$ cat src/design/voxel_line_rasterizer_macros.svh
// Assertion macros used by vlr_back, the voxel line rasterizer back end.
// Depends on a clock named clk and a reset named rst in the module that uses them.
`ifndef VOXEL_LINE_RASTERIZER_MACROS_SVH
`define VOXEL_LINE_RASTERIZER_MACROS_SVH
`ifndef SYNTHESIS
`define VLR_ASSERT_SAME(lbl, ante, cons) \
  lbl: assert property (@(posedge clk) disable iff (rst) (ante) |-> (cons)) \
    else $error("voxel line rasterizer check failed");
`define VLR_ASSERT_NEXT(lbl, ante, cons) \
  lbl: assert property (@(posedge clk) disable iff (rst) (ante) |=> (cons)) \
    else $error("voxel line rasterizer check failed");
`else
`define VLR_ASSERT_SAME(lbl, ante, cons)
`define VLR_ASSERT_NEXT(lbl, ante, cons)
`endif
`endif

$ cat src/design/vlr_pkg.sv
// Shared types and constants of the voxel line rasterizer.
// No dependencies; used by every module of the block.
`timescale 1ns / 1ps
`default_nettype none

package vlr_pkg;

  localparam int COORD_W      = 3;
  localparam int COLOR_W      = 8;
  localparam int NUM_AXES     = 3;
  localparam int SIDE_DEFAULT = 8;
  localparam int QUEUE_DEPTH  = 2;

  typedef struct packed {
    logic [COORD_W-1:0] lo;
    logic [COORD_W-1:0] delta;
    logic               rev;
  } axis_t;

  typedef struct packed {
    axis_t [NUM_AXES-1:0] ax;
    logic [COORD_W-1:0]   cnt;
    logic [COLOR_W-1:0]   red;
    logic [COLOR_W-1:0]   green;
    logic [COLOR_W-1:0]   blue;
  } line_t;

  typedef enum logic [1:0] {
    S_IDLE = 2'b01,
    S_RUN  = 2'b10
  } back_state_t;

endpackage

`default_nettype wire

$ cat src/design/vlr_front.sv
// Front end: takes a line request, clamps the endpoints to the grid and
// works out per-axis low point, delta, direction and the step count. Uses vlr_pkg.
`timescale 1ns / 1ps
`default_nettype none

module vlr_front import vlr_pkg::*; #(
  parameter int SIDE = SIDE_DEFAULT
) (
  input  logic               start,
  input  logic               busy,
  input  logic [COORD_W-1:0] start_x,
  input  logic [COORD_W-1:0] start_y,
  input  logic [COORD_W-1:0] start_z,
  input  logic [COORD_W-1:0] end_x,
  input  logic [COORD_W-1:0] end_y,
  input  logic [COORD_W-1:0] end_z,
  input  logic [COLOR_W-1:0] color_red,
  input  logic [COLOR_W-1:0] color_green,
  input  logic [COLOR_W-1:0] color_blue,
  output logic               push,
  output line_t              item
);

  localparam int MAX_C = ((SIDE - 1) > ((1 << COORD_W) - 1)) ? ((1 << COORD_W) - 1) : (SIDE - 1);
  localparam logic [COORD_W-1:0] MAX_COORD = COORD_W'(MAX_C);

  logic [COORD_W-1:0] pa [NUM_AXES];
  logic [COORD_W-1:0] pb [NUM_AXES];
  logic [COORD_W-1:0] cnt01;

  assign push = start && !busy;

  always_comb begin
    pa[0] = (start_x > MAX_COORD) ? MAX_COORD : start_x;
    pa[1] = (start_y > MAX_COORD) ? MAX_COORD : start_y;
    pa[2] = (start_z > MAX_COORD) ? MAX_COORD : start_z;
    pb[0] = (end_x > MAX_COORD) ? MAX_COORD : end_x;
    pb[1] = (end_y > MAX_COORD) ? MAX_COORD : end_y;
    pb[2] = (end_z > MAX_COORD) ? MAX_COORD : end_z;
    for (int a = 0; a < NUM_AXES; a++) begin
      item.ax[a].rev   = pa[a] > pb[a];
      item.ax[a].lo    = item.ax[a].rev ? pb[a] : pa[a];
      item.ax[a].delta = item.ax[a].rev ? (pa[a] - pb[a]) : (pb[a] - pa[a]);
    end
    cnt01 = (item.ax[1].delta > item.ax[0].delta) ? item.ax[1].delta : item.ax[0].delta;
    item.cnt   = (item.ax[2].delta > cnt01) ? item.ax[2].delta : cnt01;
    item.red   = color_red;
    item.green = color_green;
    item.blue  = color_blue;
  end

endmodule

`default_nettype wire

$ cat src/design/vlr_queue.sv
// Short request queue between the front end and the stepping back end.
// Uses line_t and QUEUE_DEPTH from vlr_pkg.
`timescale 1ns / 1ps
`default_nettype none

module vlr_queue import vlr_pkg::*; (
  input  logic  clk,
  input  logic  rst,
  input  logic  push,
  input  line_t push_item,
  input  logic  pop,
  output line_t head,
  output logic  head_valid,
  output logic  full
);

  localparam int PTR_W  = (QUEUE_DEPTH > 1) ? $clog2(QUEUE_DEPTH) : 1;
  localparam int FILL_W = $clog2(QUEUE_DEPTH + 1);
  localparam logic [PTR_W-1:0]  LAST_PTR = PTR_W'(QUEUE_DEPTH - 1);
  localparam logic [FILL_W-1:0] FULL_FILL = FILL_W'(QUEUE_DEPTH);

  line_t              entry [QUEUE_DEPTH];
  logic [PTR_W-1:0]   wr_ptr;
  logic [PTR_W-1:0]   rd_ptr;
  logic [FILL_W-1:0]  fill;
  logic               do_push;
  logic               do_pop;

  assign head_valid = fill != '0;
  assign full       = fill == FULL_FILL;
  assign head       = entry[rd_ptr];
  assign do_push    = push && !full;
  assign do_pop     = pop && head_valid;

  always_ff @(posedge clk) begin
    if (do_push) begin
      entry[wr_ptr] <= push_item;
    end
  end

  always_ff @(posedge clk) begin
    if (rst) begin
      wr_ptr <= '0;
      rd_ptr <= '0;
      fill   <= '0;
    end else begin
      if (do_push) begin
        wr_ptr <= (wr_ptr == LAST_PTR) ? '0 : wr_ptr + 1'b1;
      end
      if (do_pop) begin
        rd_ptr <= (rd_ptr == LAST_PTR) ? '0 : rd_ptr + 1'b1;
      end
      if (do_push && !do_pop) begin
        fill <= fill + 1'b1;
      end else if (do_pop && !do_push) begin
        fill <= fill - 1'b1;
      end
    end
  end

endmodule

`default_nettype wire

$ cat src/design/vlr_back.sv
// Back end: steps one queued line request and emits one voxel per cycle using
// per-axis quotient and remainder registers. Uses vlr_pkg and the assertion macros.
`timescale 1ns / 1ps
`default_nettype none
`include "voxel_line_rasterizer_macros.svh"

module vlr_back import vlr_pkg::*; (
  input  logic               clk,
  input  logic               rst,
  input  line_t              head,
  input  logic               head_valid,
  output logic               pop,
  output logic               voxel_valid,
  output logic [COORD_W-1:0] voxel_x,
  output logic [COORD_W-1:0] voxel_y,
  output logic [COORD_W-1:0] voxel_z,
  output logic [COLOR_W-1:0] out_red,
  output logic [COLOR_W-1:0] out_green,
  output logic [COLOR_W-1:0] out_blue,
  output logic               is_last
);

  back_state_t        state;
  back_state_t        state_next;
  line_t              cur;
  logic [COORD_W-1:0] step;
  logic [COORD_W-1:0] quo [NUM_AXES];
  logic [COORD_W-1:0] rem [NUM_AXES];
  logic [COORD_W-1:0] quo_next [NUM_AXES];
  logic [COORD_W-1:0] rem_next [NUM_AXES];
  logic [COORD_W:0]   sum [NUM_AXES];
  logic               last_beat;

  assign last_beat = (state == S_RUN) && (step == cur.cnt);
  assign pop       = head_valid && ((state == S_IDLE) || last_beat);

  // Each step moves the numerator k*delta + count/2 by delta; at most one wrap.
  always_comb begin
    for (int a = 0; a < NUM_AXES; a++) begin
      sum[a] = {1'b0, rem[a]} + {1'b0, cur.ax[a].delta};
      if (!cur.ax[a].rev) begin
        if (sum[a] >= {1'b0, cur.cnt}) begin
          rem_next[a] = COORD_W'(sum[a] - {1'b0, cur.cnt});
          quo_next[a] = quo[a] + 1'b1;
        end else begin
          rem_next[a] = sum[a][COORD_W-1:0];
          quo_next[a] = quo[a];
        end
      end else if (rem[a] >= cur.ax[a].delta) begin
        rem_next[a] = rem[a] - cur.ax[a].delta;
        quo_next[a] = quo[a];
      end else begin
        rem_next[a] = COORD_W'({1'b0, rem[a]} + {1'b0, cur.cnt} - {1'b0, cur.ax[a].delta});
        quo_next[a] = quo[a] - 1'b1;
      end
    end
  end

  always_comb begin
    state_next = state;
    unique case (state)
      S_IDLE: begin
        if (pop) begin
          state_next = S_RUN;
        end
      end
      S_RUN: begin
        if (last_beat && !pop) begin
          state_next = S_IDLE;
        end
      end
      default: state_next = S_IDLE;
    endcase
  end

  always_ff @(posedge clk) begin
    if (rst) begin
      state       <= S_IDLE;
      voxel_valid <= 1'b0;
    end else begin
      state       <= state_next;
      voxel_valid <= state == S_RUN;
    end
  end

  always_ff @(posedge clk) begin
    if (pop) begin
      cur  <= head;
      step <= '0;
      for (int a = 0; a < NUM_AXES; a++) begin
        quo[a] <= head.ax[a].rev ? head.ax[a].delta : '0;
        rem[a] <= head.cnt >> 1;
      end
    end else if (state == S_RUN) begin
      step <= step + 1'b1;
      for (int a = 0; a < NUM_AXES; a++) begin
        quo[a] <= quo_next[a];
        rem[a] <= rem_next[a];
      end
    end
  end

  always_ff @(posedge clk) begin
    if (state == S_RUN) begin
      voxel_x   <= cur.ax[0].lo + quo[0];
      voxel_y   <= cur.ax[1].lo + quo[1];
      voxel_z   <= cur.ax[2].lo + quo[2];
      out_red   <= cur.red;
      out_green <= cur.green;
      out_blue  <= cur.blue;
      is_last   <= last_beat;
    end
  end

  `VLR_ASSERT_SAME(a_step_in_range, state == S_RUN, step <= cur.cnt)
  `VLR_ASSERT_SAME(a_rem_below_count, (state == S_RUN) && (cur.cnt != '0), (rem[0] < cur.cnt) && (rem[1] < cur.cnt) && (rem[2] < cur.cnt))
  `VLR_ASSERT_NEXT(a_run_strobes, state == S_RUN, voxel_valid)
  `VLR_ASSERT_NEXT(a_results_contiguous, voxel_valid && !is_last, voxel_valid)

endmodule

`default_nettype wire

$ cat src/design/voxel_line_rasterizer.sv
// Top level of the voxel line rasterizer: front end, request queue and back end.
// Depends on vlr_pkg, vlr_front, vlr_queue and vlr_back.
//
//   channel   | handshake            | payload
//   ----------+----------------------+-------------------------------------------
//   request   | start, busy          | start_x/y/z, end_x/y/z, color_red/green/blue
//   result    | voxel_valid (strobe) | voxel_x/y/z, out_red/green/blue, is_last
//
// A request gives count+1 results, one per cycle, where count is the largest axis delta.
// The back end pops the next request on the last step of the current; count+1 is 1 to 8.
// From idle, the first result passes queue, back-end state and output registers.
// busy is high while the two-entry queue is full. Synchronous reset empties the queue.
// Results cannot be held off; the strobe marks each one for one cycle.
`timescale 1ns / 1ps
`default_nettype none

module voxel_line_rasterizer import vlr_pkg::*; #(
  parameter int SIDE = SIDE_DEFAULT
) (
  input  logic               clk,
  input  logic               rst,
  input  logic               start,
  output logic               busy,
  input  logic [COORD_W-1:0] start_x,
  input  logic [COORD_W-1:0] start_y,
  input  logic [COORD_W-1:0] start_z,
  input  logic [COORD_W-1:0] end_x,
  input  logic [COORD_W-1:0] end_y,
  input  logic [COORD_W-1:0] end_z,
  input  logic [COLOR_W-1:0] color_red,
  input  logic [COLOR_W-1:0] color_green,
  input  logic [COLOR_W-1:0] color_blue,
  output logic               voxel_valid,
  output logic [COORD_W-1:0] voxel_x,
  output logic [COORD_W-1:0] voxel_y,
  output logic [COORD_W-1:0] voxel_z,
  output logic [COLOR_W-1:0] out_red,
  output logic [COLOR_W-1:0] out_green,
  output logic [COLOR_W-1:0] out_blue,
  output logic               is_last
);

  logic  push;
  line_t push_item;
  line_t head;
  logic  head_valid;
  logic  pop;

  vlr_front #(.SIDE(SIDE)) u_front (
    .start       (start),
    .busy        (busy),
    .start_x     (start_x),
    .start_y     (start_y),
    .start_z     (start_z),
    .end_x       (end_x),
    .end_y       (end_y),
    .end_z       (end_z),
    .color_red   (color_red),
    .color_green (color_green),
    .color_blue  (color_blue),
    .push        (push),
    .item        (push_item)
  );

  vlr_queue u_queue (
    .clk        (clk),
    .rst        (rst),
    .push       (push),
    .push_item  (push_item),
    .pop        (pop),
    .head       (head),
    .head_valid (head_valid),
    .full       (busy)
  );

  vlr_back u_back (
    .clk         (clk),
    .rst         (rst),
    .head        (head),
    .head_valid  (head_valid),
    .pop         (pop),
    .voxel_valid (voxel_valid),
    .voxel_x     (voxel_x),
    .voxel_y     (voxel_y),
    .voxel_z     (voxel_z),
    .out_red     (out_red),
    .out_green   (out_green),
    .out_blue    (out_blue),
    .is_last     (is_last)
  );

endmodule

`default_nettype wire

$ cat config.mk
export PLATFORM = sky130hd
export DESIGN_NAME = voxel_line_rasterizer
export DESIGN_NICKNAME = d
export VERILOG_FILES = /design/src/design/vlr_pkg.sv /design/src/design/vlr_front.sv /design/src/design/vlr_queue.sv /design/src/design/vlr_back.sv /design/src/design/voxel_line_rasterizer.sv
export VERILOG_INCLUDE_DIRS = /design/src /design/src/design
export SDC_FILE = /design/constraint.sdc
export NUM_CORES = 1
export LEC_CHECK = 0
export BUFFER_PORTS_ARGS = -buffer_cell sky130_fd_sc_hd__buf_2
export CORE_MARGIN = 2
export CORE_UTILIZATION = 40
export DETAILED_ROUTE_END_ITERATION = 8
export PLACE_DENSITY_LB_ADDON = 0.25
export SLEW_MARGIN = 20
export SYNTH_ARGS = -nofsm -noshare
export SYNTH_HDL_FRONTEND = slang
export SYNTH_SLANG_ARGS = --single-unit
$ cat constraint.sdc
create_clock -name clk -period 7.8 [get_ports clk]
set_clock_uncertainty 0.2 [all_clocks]
set_input_delay 1.17 -clock clk [delete_from_list [all_inputs] [get_ports clk]]
set_output_delay 1.17 -clock clk [all_outputs]
set_load 0.01 [all_outputs]
# == Word level (Yosys, flattened, before mapping) ==
# Memory sizes are Yosys's and may differ from the RTL's. A register that Yosys moved wholly into a read port is not among the register bits.
# Cells that the tools add are included.
# word_totals
ff_bits,92
ram_bits,114
in_bits,45
output_inout_bits,36
wordCells,166
memories,3
# classes
add_sub_neg,35
order_cmp,17
n_eq_ne,6
mux,57
bitwise,6
reduce_logical,16
# memory_table
memory,words,width,read_ports,rd_clocked_by_memory_dff,wr,line_no,text
u_queue.entry,2,48,1,1,1,vlr_queue.sv:22,line_t entry [QUEUE_DEPTH];
u_back.quo,3,3,3,0,3,vlr_back.sv:27,logic [COORD_W-1:0] quo [NUM_AXES];
u_back.rem,3,3,3,0,3,vlr_back.sv:28,logic [COORD_W-1:0] rem [NUM_AXES];
# op_table
cell,n
$mux W3,41
$sub A3 B3 Y3,15
$add A3 B3 Y3,6
$gt A3 B3 Y1 const B,6
$gt A3 B3 Y1,5
$add A3 B1 Y3 const B,4
$add A3 B3 Y4,3
$ge A4 B3 Y1,3
$mux W1,11
$ge A3 B3 Y1,3
$sub A3 B1 Y3 const B,3
$logic_and A1 B1 Y1,8
$mux W2,4
$or A1 B1 Y1,6
$eq A2 B2 Y1 const B,2
$logic_not A1 Y1,4
$pmux W2 S2,1
$reduce_bool A2 Y1,2
$eq A3 B3 Y1,1
$add A1 B1 Y1 const B,2
$add A2 B1 Y2 const B,1
$eq A2 B1 Y1 const B,1
$ne A2 B1 Y1 const B,1
$ne A2 B2 Y1 const B,1
other kinds (3),3

# == Longest topological paths before layout ==
# depth
word_depth,8
mapped_depth,19
ltp_nobuf,19

# == Cells and area by module ==
# A second synthesis with hierarchy kept.
# unflattened
hier_cells,703
hier_area_um2,10080.9
# by_module_without_submodules
mod,n_inst,cells_per_inst,area_each_um2,seq_area_each_um2
vlr_back,1,368,5240.0,3123.0
vlr_queue,1,174,3683.5,2982.9
vlr_front,1,161,1157.4,0.0

# == Worst setup path after synthesis ==
# OpenSTA, ideal clock, no wires.
# synth_timing
kind,input to register
start,in start_y[1]
end,mem u_queue.entry[0][24] in the netlist's numbering (data pin)
t_arrival_ps,5343
required_ps,7338
setup_slack_ps,1995
path_stages,17
path_buffers,1
cell_sequence,dlygate4sd3_1 -> fa_1 -> nor2_1 -> a211oi_1 -> a31oi_1 -> or3b_2 -> ha_1 -> nor2b_1 -> o21ai_0 -> a32oi_1 -> nor4bb_1 -> or2_1 -> ha_1 -> nor2b_1 -> o21ai_0 -> a32oi_1 -> mux2_2
# synth_lines
item,line_no,text
"start, declared",voxel_line_rasterizer.sv:25,"input logic [COORD_W-1:0] start_y,"
"end, declared",vlr_queue.sv:22,

==> impl_metrics.csv <==
group,metric,value,unit
clocking,clock_latency,0.50,ns
timing,timing.setup.tns,0,ns
synthesis,yosysUniqueCellTypes,62,
synthesis,syn_inst,712,
clocking,post-cts-setup-buffers,0,
clocking,ctsHoldBuffers,0,
grt,grt_pass1_vias,5511,
floorplan,die_w,163,um
timing,setup_violations,0,
outcome,status,"complete, no violations",
power,p_leak,4.51,nW
clocking,clkSlewWorstSetupHoldPaths,0.06,ns
synthesis,synth_area,0.0101,mm2
grt,grt_max_degree,49,
synthesis,synth_area_per_cell,14.2,um2
grt,grtUsageTotal,13.5,%
power,power.total,0.00491,W
grt,grt_overflow,0,
synthesis,async_flop_share,0,%
timing,layout_setup_ws,2.41,ns
finish,syn2layout_area_growth,14.0,%
clocking,cts_tree,"built",
clocking,root_buffer,"clkbuf_16",
hold_path,hold_path.class,"flop to flop",
setup_path,cp-start-kind,"primary input",
drt,vias_per_cell,4.86,
placement,place_ws,1.86,ns
timing,drv_slew,0,
setup_path,required,7.84,ns
timing,finalCriticalPeriod,5.39,ns
floorplan,initial_core_util,40.4,%
timing,final.period_utilization,69.1,%
finish,final_core_util,46.1,%
placement,port_buffers,80,
clocking,cts.sinks,207,
floorplan,dieArea,0.0265,mm2
synthesis,synthesis.nets,838,
finish,fillers,2270,
grt,grt_pass1_wl,28.5,mm
synthesis,seq_area_frac_synth,60.5,%
synthesis,ys_seq_elements,207,
setup_path,cp_max_fo,5,
clocking,ctsResizeCount,0,
finish,diodes,0,
timing,hold_viol,0,
hold_path,min-delay-start,"u_back.cur[4]",
finish,drive_gt1_share,23.0,%
synthesis,ys_warn_count,0,
timing,rsz0062_at_grt,"false",
drt,vias,5524,
floorplan,die_h,163,um
synthesis,synthFlopType,"edfxtp_1",
setup_path,timing.rr.start,"u_back.cur[35]",
floorplan,fp.coreArea,0.0250,mm2
placement,gp_congestion,0.802,
placement,placed_area,0.0108,mm2
clocking,clock_path_buffers,3,
drt,ant_nets,0,
drt,wl,17.8,mm
finish,final_nets,919,
placement,dp_hpwl,12.4,mm
timing,slew_headroom,51.7,%
finish,layout_common_cells,"edfxtp_1, inv_1, buf_2, ha_1, mux2_2",
setup_path,timing_worst_setup_path_type,"primary input to flop",
drt,drt_first_pass_iters,4,
setup_path,crit_path_end_kind,"flop",
run,cap_violations,0,
power,worst_ir_drop_vdd,190,uV
setup_path,crit_start,"end_y[0]",
drt,wl_per_cell,15.7,um
finish,layout_commonest_cell,"edfxtp_1",
floorplan,boundaryPins,81,
timing,tightest_slew,0.724,ns
drt,route.detailed.drc,0,
power,power_density,427,mW/mm2
timing,max_freq,186,MHz
setup_path,crit_arrival,5.43,ns
finish,fin_area,0.0115,mm2
clocking,h-tree-depth,1,
clocking,cts_inserted_buffers,21,
floorplan,rows,58,
grt,antenna_found_initial,0,
synthesis,synth_edf_count,196,
drt,dr.first_iter.drc_count,280,
## layer usage
layer  global-route usage [%]  vias to the layer above  wire length, um
met5                        0                        -                0
met4                     3.98                        0              372
met3                     1.71                       29              504
met2                     23.1                       77             8670
li1                         -                     2742                -
met1                     18.2                     2676             8300
## flip-flops by register name (all words and copies together), names as in the netlist, named ones only
name and cells:
u_back.out_blue 8, u_back.cur 48, u_back.voxel_x 3, u_back.quo 9, u_queue.fill 2, u_back.out_green 8, u_back.voxel_z 3, u_back.voxel_y 3
u_back.is_last 1, u_queue.rd_ptr 1, u_back.voxel_valid 1, u_back.step 3, u_queue.wr_ptr 1, u_queue.entry 96, u_back.state 2, u_back.out_red 8
u_back.rem 9
## area by class of cell
class	count	area (um2)	area share [%]
flip-flops and latches	207	6110	53.1
repair buffers	86	445	3.87
clock buffers	30	579	5.04
multi-input cells	395	3560	31.0
clock inverters	7	85.1	0.740
well taps	330	413	3.59
inverters	82	308	2.68
## synthesized netlist by cell type, types with 7 or more instances
master | number | area [um2]
a211oi_1 | 10 | 75.1
a21oi_1 | 14 | 70.1
a31o_2 | 7 | 61.3
clkbuf_1 | 21 | 78.8
dfxtp_1 | 11 | 220
edfxtp_1 | 196 | 5890
fa_1 | 24 | 480
ha_1 | 57 | 713
inv_1 | 81 | 304
mux2_2 | 51 | 574
mux2i_1 | 13 | 130
nand2_1 | 29 | 109
nand2b_1 | 9 | 56.3
nand3_1 | 13 | 65.1
nor2_1 | 19 | 71.3
nor2b_1 | 9 | 56.3
o211ai_1 | 7 | 52.6
o21ai_0 | 23 | 115
xnor2_1 | 14 | 123
xor2_1 | 14 | 123
## worst max-delay path, cell delays in order
cell and delay (ns):
buf_2 0.09, inv_1 0.04, ha_1 0.18, fa_1 0.53
nor2_1 0.06, a211oi_1 0.21, a31oi_1 0.09, or3b_2 0.53
ha_1 0.31, nor2b_1 0.13, o21ai_0 0.23, a32oi_1 0.16
nor4bb_1 0.18, or2_1 0.23, ha_1 0.29, nor2b_1 0.11
o21ai_0 0.07, a32oi_1 0.42, mux2_2 0.41
## report_power, final
part           switching, W  total, W  internal, W  leakage (nW)
Combinational       0.00114   0.00208     0.000946          2.26
Sequential         0.000162   0.00185      0.00169          1.92
Clock              0.000392  0.000973     0.000582         0.323
## per-stage QoR
step | hold slack [ns] | std cells
2_1_floorplan | 0.200 | 712
3_3_place_gp | 0.201 | 1100
3_5_place_dp | 0.205 | 1100
4_1_cts | 0.217 | 1137
5_1_grt | 0.220 | 1137
6_report | 0.217 | 1137
## path summary, 6_finish.rpt
check / endpoint / slack [ns] / depth (start not counted)
max reg2reg: u_back.rem[0][5] / 4.48 / 8
max: u_queue.entry[0][24] / 2.41 / 19
min reg2reg: u_back.out_blue[4] / 0.22 / 0
min: u_back.out_blue[4] / 0.22 / 0
## cells by family (layout without fill, tap and decap cells)
family / count (synthesis) / after routing / share of synthesized area (%)
AO/OA/AOI/OAI: 102 / 102 / 7.16
XOR/XNOR: 31 / 31 / 3.10
adder cells (fa/ha/maj): 81 / 81 / 11.8
buffers and inverters: 110 / 205 / 4.24
flip-flops: 207 / 207 / 60.5
multiplexers: 64 / 64 / 6.98
AND/OR/NAND/NOR: 117 / 117 / 6.15
(Power assumes the default switching activity.)
